## src/rtl/snm_pkg.sv

```systemverilog
`timescale 1ns / 1ps

package snm_pkg;

	// Sizes of the neuron datapath.
	localparam int MAX_INPUTS = 64;
	localparam int DATA_WIDTH = 16;
	localparam int INDEX_WIDTH = 6;
	localparam int ACC_BITS = 40;
	localparam int FRAC_BITS = 12;
	localparam int ADDR_WIDTH = (MAX_INPUTS > 1) ? $clog2(MAX_INPUTS) : 1;

	// Activation values lie in 0..Q_ONE, which needs this many bits.
	localparam int ACT_WIDTH = FRAC_BITS + 1;
	localparam logic [ACT_WIDTH-1:0] Q_ONE = ACT_WIDTH'(1 << FRAC_BITS);

	// Command codes.
	localparam logic [1:0] CMD_WRITE = 2'd0;
	localparam logic [1:0] CMD_ACCUM = 2'd1;
	localparam logic [1:0] CMD_DELTA = 2'd2;

	// Result kinds.
	localparam logic KIND_ACT = 1'b0;
	localparam logic KIND_DELTA = 1'b1;

	typedef struct packed {
		logic [1:0] cmd;
		logic [INDEX_WIDTH-1:0] index;
		logic signed [DATA_WIDTH-1:0] data;
		logic last;
	} item_t;

	typedef struct packed {
		logic signed [DATA_WIDTH-1:0] result_value;
		logic result_kind;
	} result_t;

endpackage

```

## src/rtl/snm_plan.sv

```systemverilog
`timescale 1ns / 1ps

module snm_plan (
	input logic signed [snm_pkg::DATA_WIDTH-1:0] x,
	output logic [snm_pkg::ACT_WIDTH-1:0] y
);
	import snm_pkg::*;

	// Segment boundaries of the piecewise-linear curve in Q4.12, and segment offsets in Q1.12.
	localparam logic [DATA_WIDTH-1:0] A_SAT = DATA_WIDTH'(20480);
	localparam logic [DATA_WIDTH-1:0] A_MID = DATA_WIDTH'(9728);
	localparam logic [DATA_WIDTH-1:0] A_ONE = DATA_WIDTH'(4096);
	localparam logic [ACT_WIDTH-1:0] B_HIGH = ACT_WIDTH'(3456);
	localparam logic [ACT_WIDTH-1:0] B_MID = ACT_WIDTH'(2560);
	localparam logic [ACT_WIDTH-1:0] B_LOW = ACT_WIDTH'(2048);

	logic [DATA_WIDTH-1:0] mag;
	logic [ACT_WIDTH-1:0] pos_y;

	// Magnitude of the input; the most negative value fits as unsigned.
	assign mag = x[DATA_WIDTH-1] ? DATA_WIDTH'(-x) : DATA_WIDTH'(x);

	// Curve for the positive half.
	always_comb begin
		priority if (mag >= A_SAT) begin
			pos_y = Q_ONE;
		end else if (mag >= A_MID) begin
			pos_y = ACT_WIDTH'(mag >> 5) + B_HIGH;
		end else if (mag >= A_ONE) begin
			pos_y = ACT_WIDTH'(mag >> 3) + B_MID;
		end else begin
			pos_y = ACT_WIDTH'(mag >> 2) + B_LOW;
		end
	end

	// The negative half mirrors the curve around one half.
	assign y = x[DATA_WIDTH-1] ? (Q_ONE - pos_y) : pos_y;

endmodule

```

## src/rtl/sigmoid_neuron_mac.sv

```systemverilog
`timescale 1ns / 1ps
// Steps: a weight write leaves the input free; an accumulate runs the weight memory read,
// multiply and add, and with last also saturate and sigmoid; a delta runs derivative,
// product and output. One transaction at a time; sigmoid and output wait on a stalled result.
// The result sits in an output register, so the next item is taken while it waits.
// Reset clears the accumulator, the neuron value, the state and the result valid flag; weights stay undefined.
module sigmoid_neuron_mac (
	input logic clk,
	input logic arst_n,
	input logic item_valid,
	output logic item_stall,
	input snm_pkg::item_t item,
	output logic result_valid,
	input logic result_stall,
	output snm_pkg::result_t result
);
	import snm_pkg::*;

	localparam logic [2:0] S_IDLE = 3'd0;
	localparam logic [2:0] S_MUL = 3'd1;
	localparam logic [2:0] S_ACC = 3'd2;
	localparam logic [2:0] S_SAT = 3'd3;
	localparam logic [2:0] S_SIG = 3'd4;
	localparam logic [2:0] S_DER = 3'd5;
	localparam logic [2:0] S_DPR = 3'd6;
	localparam logic [2:0] S_DOUT = 3'd7;

	localparam int PROD_WIDTH = 2 * DATA_WIDTH;
	localparam int SHIFT_WIDTH = ACC_BITS - FRAC_BITS;
	localparam int DER_WIDTH = 2 * FRAC_BITS - 1;
	localparam int DPROD_WIDTH = DATA_WIDTH + DER_WIDTH + 1;

	logic [2:0] state_q;
	logic [DATA_WIDTH-1:0] weight_mem [MAX_INPUTS];
	logic signed [DATA_WIDTH-1:0] weight_q;
	logic signed [DATA_WIDTH-1:0] data_q;
	logic last_q;
	logic in_range_q;
	logic signed [PROD_WIDTH-1:0] prod_q;
	logic signed [ACC_BITS-1:0] acc_q;
	logic signed [DATA_WIDTH-1:0] x_q;
	logic [ACT_WIDTH-1:0] nv_q;
	logic [DER_WIDTH-1:0] der_q;
	logic signed [DPROD_WIDTH-1:0] dprod_q;
	logic result_valid_q;
	result_t result_q;

	logic accept;
	logic in_range;
	logic [ADDR_WIDTH-1:0] addr;
	logic load_out;
	logic signed [SHIFT_WIDTH-1:0] acc_shift;
	logic signed [DATA_WIDTH-1:0] acc_sat;
	logic [ACT_WIDTH-1:0] act;
	logic [2*ACT_WIDTH-1:0] der_full;
	logic [ACT_WIDTH-1:0] one_minus;

	assign accept = item_valid && !item_stall;
	assign item_stall = (state_q != S_IDLE);
	assign in_range = (32'(item.index) < MAX_INPUTS);
	assign addr = ADDR_WIDTH'(item.index);
	assign load_out = !result_valid_q || !result_stall;

	// Weight memory: a write and a read never share a cycle, so a read
	// always sees every earlier write.
	always_ff @(posedge clk) begin
		if (accept && item.cmd == CMD_WRITE && in_range) begin
			weight_mem[addr] <= item.data;
		end
		if (accept && item.cmd == CMD_ACCUM && in_range) begin
			weight_q <= weight_mem[addr];
		end
	end

	// Floor shift of the sum to Q4.12 with saturation.
	assign acc_shift = acc_q[ACC_BITS-1:FRAC_BITS];
	always_comb begin
		priority if (acc_shift > SHIFT_WIDTH'(signed'(32'(2 ** (DATA_WIDTH - 1) - 1)))) begin
			acc_sat = {1'b0, {(DATA_WIDTH-1){1'b1}}};
		end else if (acc_shift < -SHIFT_WIDTH'(signed'(32'(2 ** (DATA_WIDTH - 1))))) begin
			acc_sat = {1'b1, {(DATA_WIDTH-1){1'b0}}};
		end else begin
			acc_sat = acc_shift[DATA_WIDTH-1:0];
		end
	end

	snm_plan u_plan (
		.x(x_q),
		.y(act)
	);

	// Derivative of the stored activation, v * (1 - v), at most one quarter.
	assign one_minus = Q_ONE - nv_q;
	assign der_full = nv_q * one_minus;

	// Sequencer and datapath registers.
	always_ff @(posedge clk or negedge arst_n) begin
		if (!arst_n) begin
			state_q <= S_IDLE;
			acc_q <= '0;
			nv_q <= '0;
		end else begin
			unique case (state_q)
				S_IDLE: begin
					if (accept) begin
						data_q <= item.data;
						last_q <= item.last;
						in_range_q <= in_range;
						if (item.cmd == CMD_ACCUM) begin
							state_q <= S_MUL;
						end else if (item.cmd == CMD_DELTA) begin
							state_q <= S_DER;
						end
					end
				end
				S_MUL: begin
					prod_q <= in_range_q ? PROD_WIDTH'(weight_q * data_q) : '0;
					state_q <= S_ACC;
				end
				S_ACC: begin
					acc_q <= acc_q + ACC_BITS'(prod_q);
					state_q <= last_q ? S_SAT : S_IDLE;
				end
				S_SAT: begin
					x_q <= acc_sat;
					acc_q <= '0;
					state_q <= S_SIG;
				end
				S_SIG: begin
					if (load_out) begin
						nv_q <= act;
						state_q <= S_IDLE;
					end
				end
				S_DER: begin
					der_q <= der_full[DER_WIDTH-1:0];
					state_q <= S_DPR;
				end
				S_DPR: begin
					dprod_q <= DPROD_WIDTH'(data_q * signed'({1'b0, der_q}));
					state_q <= S_DOUT;
				end
				S_DOUT: begin
					if (load_out) begin
						state_q <= S_IDLE;
					end
				end
				default: begin
					state_q <= S_IDLE;
				end
			endcase
		end
	end

	// Output register; the delta stays within about two to the thirteenth,
	// so its top bits after the floor shift need no saturation.
	always_ff @(posedge clk or negedge arst_n) begin
		if (!arst_n) begin
			result_valid_q <= 1'b0;
		end else begin
			if (state_q == S_SIG && load_out) begin
				result_valid_q <= 1'b1;
				result_q.result_value <= DATA_WIDTH'(act);
				result_q.result_kind <= KIND_ACT;
			end else if (state_q == S_DOUT && load_out) begin
				result_valid_q <= 1'b1;
				result_q.result_value <= dprod_q[2*FRAC_BITS +: DATA_WIDTH];
				result_q.result_kind <= KIND_DELTA;
			end else if (!result_stall) begin
				result_valid_q <= 1'b0;
			end
		end
	end

	assign result_valid = result_valid_q;
	assign result = result_q;

endmodule

```

## config.mk

```make
export PLATFORM = sky130hd
export DESIGN_NAME = sigmoid_neuron_mac
export DESIGN_NICKNAME = d
export VERILOG_FILES = /design/src/rtl/snm_pkg.sv /design/src/rtl/snm_plan.sv /design/src/rtl/sigmoid_neuron_mac.sv
export SDC_FILE = /design/constraint.sdc
export NUM_CORES = 2
export LEC_CHECK = 0
export BUFFER_PORTS_ARGS = -buffer_cell sky130_fd_sc_hd__buf_2
export CAP_MARGIN = 10
export CORE_MARGIN = 4
export CORE_UTILIZATION = 40
export CTS_CLUSTER_DIAMETER = 80
export CTS_CLUSTER_SIZE = 24
export DETAILED_ROUTE_END_ITERATION = 16
export PLACE_DENSITY_LB_ADDON = 0.1
export SYNTH_ARGS = -nofsm -noshare
export SYNTH_HDL_FRONTEND = slang
export SYNTH_SLANG_ARGS = --single-unit
```

## constraint.sdc

```tcl
create_clock -name clk -period 8.7 [get_ports clk]
set_input_delay 0.435 -clock clk [delete_from_list [all_inputs] [get_ports clk]]
set_output_delay 0.435 -clock clk [all_outputs]
set_load 0.1 [all_outputs]
```

Word level (Yosys, flattened, before mapping):

Memory sizes are Yosys's and may differ from the RTL's. A register that Yosys moved wholly into a read port is not among the register bits.
Index checks and enable logic that the tools add are counted.

* $add $sub $neg: 7
* $mul: 3
* order comparisons: 5
* eq/ne operators: 13
* multiplexer cells: 20
* reduce and logical (&&, ||, !) cells: 23

Operators by type and width (count)
* $pmux 40 s2: 1
* $mux 13: 4
* $add 40x32->40: 1
* $mul 16x24->40: 1
* $mul 16x16->32: 1
* $mux 16: 2
* $gt 28x16->1 const B: 1
* $lt 28x16->1 const B: 1
* $add 13x12->13 const B: 2
* $sub 13x13->13 const A: 2
* $mul 13x13->23: 1
* $pmux 3 s7: 1
* $mux 17: 1
* $ge 16x13->1 const B: 1
* $ge 16x14->1 const B: 1
* $ge 16x15->1 const B: 1
* $neg 16->16: 1
* $mux 14: 1
* $add 11x12->13 const B: 1
* $eq 3x3->1 const B: 4
* $mux 3: 4
* $reduce_and 2->1: 6
* $eq 3x2->1 const B: 2
* $reduce_and 3->1: 2
* 17 further kinds: 28

* register bits after elaboration: 202
* memory bits (writable): 1024
* bits of input ports: 29
* output and inout bits: 19
* logic and storage cells: 85
* memories: 1

Memories
* weight_mem: words 64, width 16, read ports 1, clocked after memory_dff 1, write ports 1, line sigmoid_neuron_mac.sv:34 `logic [DATA_WIDTH-1:0] weight_mem [MAX_INPUTS];`

Longest topological paths before layout:

* depth after elaboration: 9
* mapped depth: 28
* mapped depth without buffers: 28

Hierarchy:

From an unflattened synthesis, not the netlist that was laid out.

* cells, all modules: 5872
* area total of the unflattened synthesis: 73842.1 µm²

Modules (own cells, without submodules)
* sigmoid_neuron_mac: instances 1, cells an instance 5682, area each 72493.3 µm², sequential area each 36289.8 µm²
* snm_plan: instances 1, cells an instance 190, area each 1348.8 µm², sequential area each 0.0 µm²

Worst setup path after synthesis:

Ideal clock, no wire load.

* path type: register to register
* start point: register data_q[4]
* end point: register prod_q[30] (data pin)
* setup time: 0.258 ns
* data arrival time: 6.711 ns
* required time: 8.442 ns
* slack: 1.731 ns
* stages on the path, launching flop included: 25
* path buffers: 2
* period minus slack after synthesis: 6.969 ns
* cell sequence: edfxtp_1 clkbuf_1 clkbuf_1 nand2_1 fa_1 inv_1 fa_1 inv_1 fa_1 fa_1 fa_1 fa_1 inv_1 ha_1 o21ai_0 nor2_1 a221oi_1 o31ai_1 o32ai_1 o211ai_1 a221o_1 o41ai_1 o21bai_1 a21oi_1 xnor2_1

* word-level cells in the longest chain between the ends: 1

RTL lines
* from (decl): line sigmoid_neuron_mac.sv:36 `logic signed [DATA_WIDTH-1:0] data_q;`
* from (signal assigned): line sigmoid_neuron_mac.sv:106 `data_q <= item.data;`
* $mul 16x16->32: line sigmoid_neuron_mac.sv:117 `prod_q <= in_range_q ? PROD_WIDTH'(weight_q * data_q) : '0;`
* to (signal assigned): line sigmoid_neuron_mac.sv:117
* to (decl): line sigmoid_neuron_mac.sv:39 `logic signed [PROD_WIDTH-1:0] prod_q;`

No other way between the ends.
A chain may end at the register's enable or synchronous reset.

Final worst setup path:

* start point: register data_q[2]
* end point: register prod_q[30] (data pin)

Same word-level chain as after synthesis.

==> summary.txt <==
STA
  • Post-route setup TNS: 0 ns
  • Fin Clk Skew: 0.06656 ns
  • RSZ-0062 raised after global routing: no
  • Min cycle time layout: about 7.9 ns
  • Relative slew slack: 0.1390
  • Setup slack after layout: 0.8402 ns
  • Slew @ Worst Pin: around 1.3 ns
  • Slew Viols, Final: 0
  • Crit share post-route: 0.9034
  • Setup violations, final: 0
  • Final Hold Vio Count: 0
  • F_max: roughly 0.13 GHz

Clock network
  • Clock Sink Count: around 1200
  • Reg clk slew, reported paths: roughly 0.09 ns
  • Worst-Skew Late Latency: around 0.75 ns
  • CTS Buf Count: 78
  • H-tree levels: 3
  • Post-cts resize count: 0
  • CTS tree: done
  • Longest Clk Path Bufs: 3
  • Root Buffer: clkbuf_16

Route
  • DRC: 0
  • Via density: approximately 5.4
  • Avg WL per Cell: 24.90 microns
  • Pre-antenna DRT Iters: 6
  • Vias: between 40000 and 50000
  • Antenna-violating nets left: 0
  • Post-Route WL: 209800 microns
  • Initial DRC Count: 3470

Layout
  • Final non-filler cell total: around 8400
  • Layout cells sized above 1: 0.06946
  • Diode count: 0
  • Area grow syn2layout: 8.820%
  • Final Net Count: slightly below 7000

Place
  • Placed wire-length estimate: 137900 microns
  • Placed insts: between 8000 and 9000
  • RD Place Congestion: approximately 0.86
  • Place WS: about 0.79 ns
  • Number of port buffers: between 40 and 50

Die
  • Full die area: 192000 sq um
  • Initial core utilization: 0.4034
  • # rows: approximately 160
  • CORE AREA: roughly 180000 sq um
  • Io pins: between 40 and 50
  • Die W: ~440 microns
  • Die Y: roughly 440 microns

Synthesis
  • Adder-Cell Fraction of Synth Area: 0.2387
  • EDFF count, synth: 1161
  • Post-Synth XOR/XNOR Area: 0.01584
  • Syn nets: between 6000 and 7000
  • FF+latch count, synth: 1218
  • Post-synthesis compound-gate area fraction: 0.1038
  • Synth top area cells: edfxtp_1 (47%), fa_1 (18%), ha_1 (5.7%)
  • Share of the synthesized area in the top cell type: 0.4711
  • Avg Cell Area, Syn: approximately 13 sq um
  • Async set or reset register ratio after synthesis: 0.04680
  • Cell area after synthesis: between 70000 and 80000 sq um
  • Leading area contributor after synthesis: edfxtp_1
  • Main synth FF type: edfxtp_1
  • Synth cell types: a little over 80
  • Synth warnings: 0
  • Post-synthesis mux area share: 0.002079
  • Largest family of logic cells by synthesized area: adder cells
  • Cells after Synth: 5895
  • Seq/Total Area, Yosys: 0.4903
  • Synth Area in Simple Gates: 0.08886

Worst setup path
  • Crit Path Max Fanout: 26
  • Crit path capture type: register
  • Worst endpoint data arrival time: 8.34 ns
  • Crit path required time: slightly above 9 ns
  • WS Path Type: register to register
  • CP Launch Type: register

Min path
  • Min-Delay Path Class: input port to register

Flow run
  • Max Cap Viol: 0

Global routing
  • Most Crowded Layer GR: met2
  • GRT met1 Usage: 0.2953
  • Total Routing Usage GR: 0.2196
  • GR Layer Usage met2: 0.3807
  • GR Util met3: 0.02282
  • Grt ovf: 0
  • Global-route wire length before repair: about 320000 microns
  • Largest net degree at the start of global routing: 98
  • Vias in the first global route: ~48000
  • Initial antenna violation count: 6

Outcome
  • Status: finished clean
[worst max-delay path: stages (launching register included)]
cell	delay (ns)
edfxtp_1	1.03
nand2_1	0.18
fa_1	0.55
inv_1	0.06
fa_1	0.53
inv_1	0.05
fa_1	0.48
fa_1	0.57
fa_1	0.43
fa_1	0.49
inv_1	0.04
ha_1	0.30
o21ai_0	0.36
nor2_1	0.09
a221oi_1	0.26
o31ai_1	0.15
o32ai_1	0.46
o211ai_1	0.26
a221o_1	0.36
o41ai_1	0.56
o21bai_1	0.15
a21oi_1	0.21
xnor2_1	0.09
[sequential cells by signal (all words and copies together) (netlist names)]
name and count:
nv_q 13, result 17, weight_mem 1024, dprod_q 16
last_q 1, prod_q 32, state_q 3, result_valid 1
der_q 23, x_q 16, weight_q 16, acc_q 40
data_q 16
[cell families after synthesis]
group	after synthesis
muxes	15
DFF	1218
AOI/OAI and AO/OA	1036
and+or+nand+nor	1299
adders and majority gates	1008
xor gates and xnor gates	133
buffers and inverters	1186
[synth_stat cells, types with 6 or more instances]
| library cell | count |
|---|---|
| mux2i_1 | 12 |
| o21a_1 | 34 |
| o21ai_1 | 6 |
| nor4_1 | 36 |
| and2_1 | 283 |
| and3_1 | 14 |
| xnor2_1 | 93 |
| nor3b_1 | 13 |
| o21bai_1 | 9 |
| fa_1 | 673 |
| dfrtp_1 | 57 |
| nor2b_1 | 37 |
| buf_1 | 32 |
| ha_1 | 335 |
| a21oi_1 | 108 |
| a22o_1 | 149 |
| o21ai_0 | 41 |
| nand3_1 | 37 |
| and4_1 | 6 |
| nand2_1 | 459 |
| o41ai_1 | 10 |
| o31ai_1 | 11 |
| nand2b_1 | 116 |
| a221oi_1 | 119 |
| a31oi_1 | 132 |
| clkbuf_1 | 257 |
| nor3_1 | 36 |
| a211oi_1 | 10 |
| inv_1 | 891 |
| nand3b_1 | 7 |
| a211o_1 | 6 |
| edfxtp_1 | 1161 |
| nor2_1 | 183 |
| or2_2 | 11 |
| or3_1 | 7 |
| nand4_1 | 28 |
| xor2_1 | 39 |
| a22oi_1 | 281 |
| a21o_1 | 57 |
| o211ai_1 | 14 |
[what timing repair did]
action                                 in CTS  in global routing
setup buffers                               0                  0
hold buffers                                3                  0
endpoints found under the hold margin      34                  0
[metal layers]
layer	vias to the layer above	routed length, microns
met3	230	7553
met2	924	104700
met4	0	5946
met5	-	0
li1	20491	-
met1	23763	91530
[placed cells by master (no fill, tap or decap), types with 8 or more instances in the layout]
cell type  synthesis  routed
nor3_1            36      34
or2_2             11      11
ha_1             335     335
inv_16             0       8
and3_1            14      13
xor2_1            39      39
nor2_2             0      20
a21oi_1          108     108
inv_1            891     891
buf_4              1     169
nand2_1          459     458
a22oi_1          281     281
nor4_1            36      36
and2_1           283     283
mux2i_1           12      12
nand2b_1         116     116
edfxtp_1        1161    1161
o211ai_1          14      14
o41ai_1           10      10
o21ai_0           41      41
a22o_1           149     149
o31ai_1           11      10
dfrtp_1           57      57
a31oi_1          132     132
buf_2              1      47
nor2b_1           37      37
o21a_1            34      34
a221oi_1         119     119
nor2_1           183     162
xnor2_1           93      93
nand4_1           28      28
o21bai_1           9       9
clkbuf_16          0      79
nand3_1           37      37
a211oi_1          10      10
a21o_1            57      57
fa_1             673     673
clkinv_4           0       8
[worst paths after layout]
kind	from	endpoint	slack (ns)	depth (start not counted)
max	data_q[2]	prod_q[30]	0.84	22
min	result_stall	result_valid	0.06	3
max reg2reg	data_q[2]	prod_q[30]	0.84	22
min reg2reg	acc_q[2]	acc_q[2]	0.49	2
max in group asynchronous	arst_n	nv_q[7]	7.50	3
min in group asynchronous	arst_n	acc_q[32]	0.23	2
[cell type report]
type,instances,area (sq um)
sequential,1218,36290
tap,2464,3083
clock buffer,81,1984
clock inverter,50,762.0
fill,16957,102900
multi-input combinational,3491,33380
inverter,893,3352
timing repair buffer,227,1685
[stage by stage]
| stage | hold WS (ns) | cell area, sq um | util |
|---|---|---|---|
| final | 0.06094 | 80540 | 0.4390 |
| after global routing | 0.07138 | 80540 | 0.4390 |
| after CTS | 0.02726 | 80510 | 0.4388 |
| after detailed placement | 0.4489 | 77740 | 0.4237 |
| after global placement | 0.4474 | 77740 | 0.4237 |
| after floorplan | 0.1394 | 74010 | - |
Power is not shown: default switching activity piles up to over one toggle a cycle in this logic, so the estimate is an artifact.
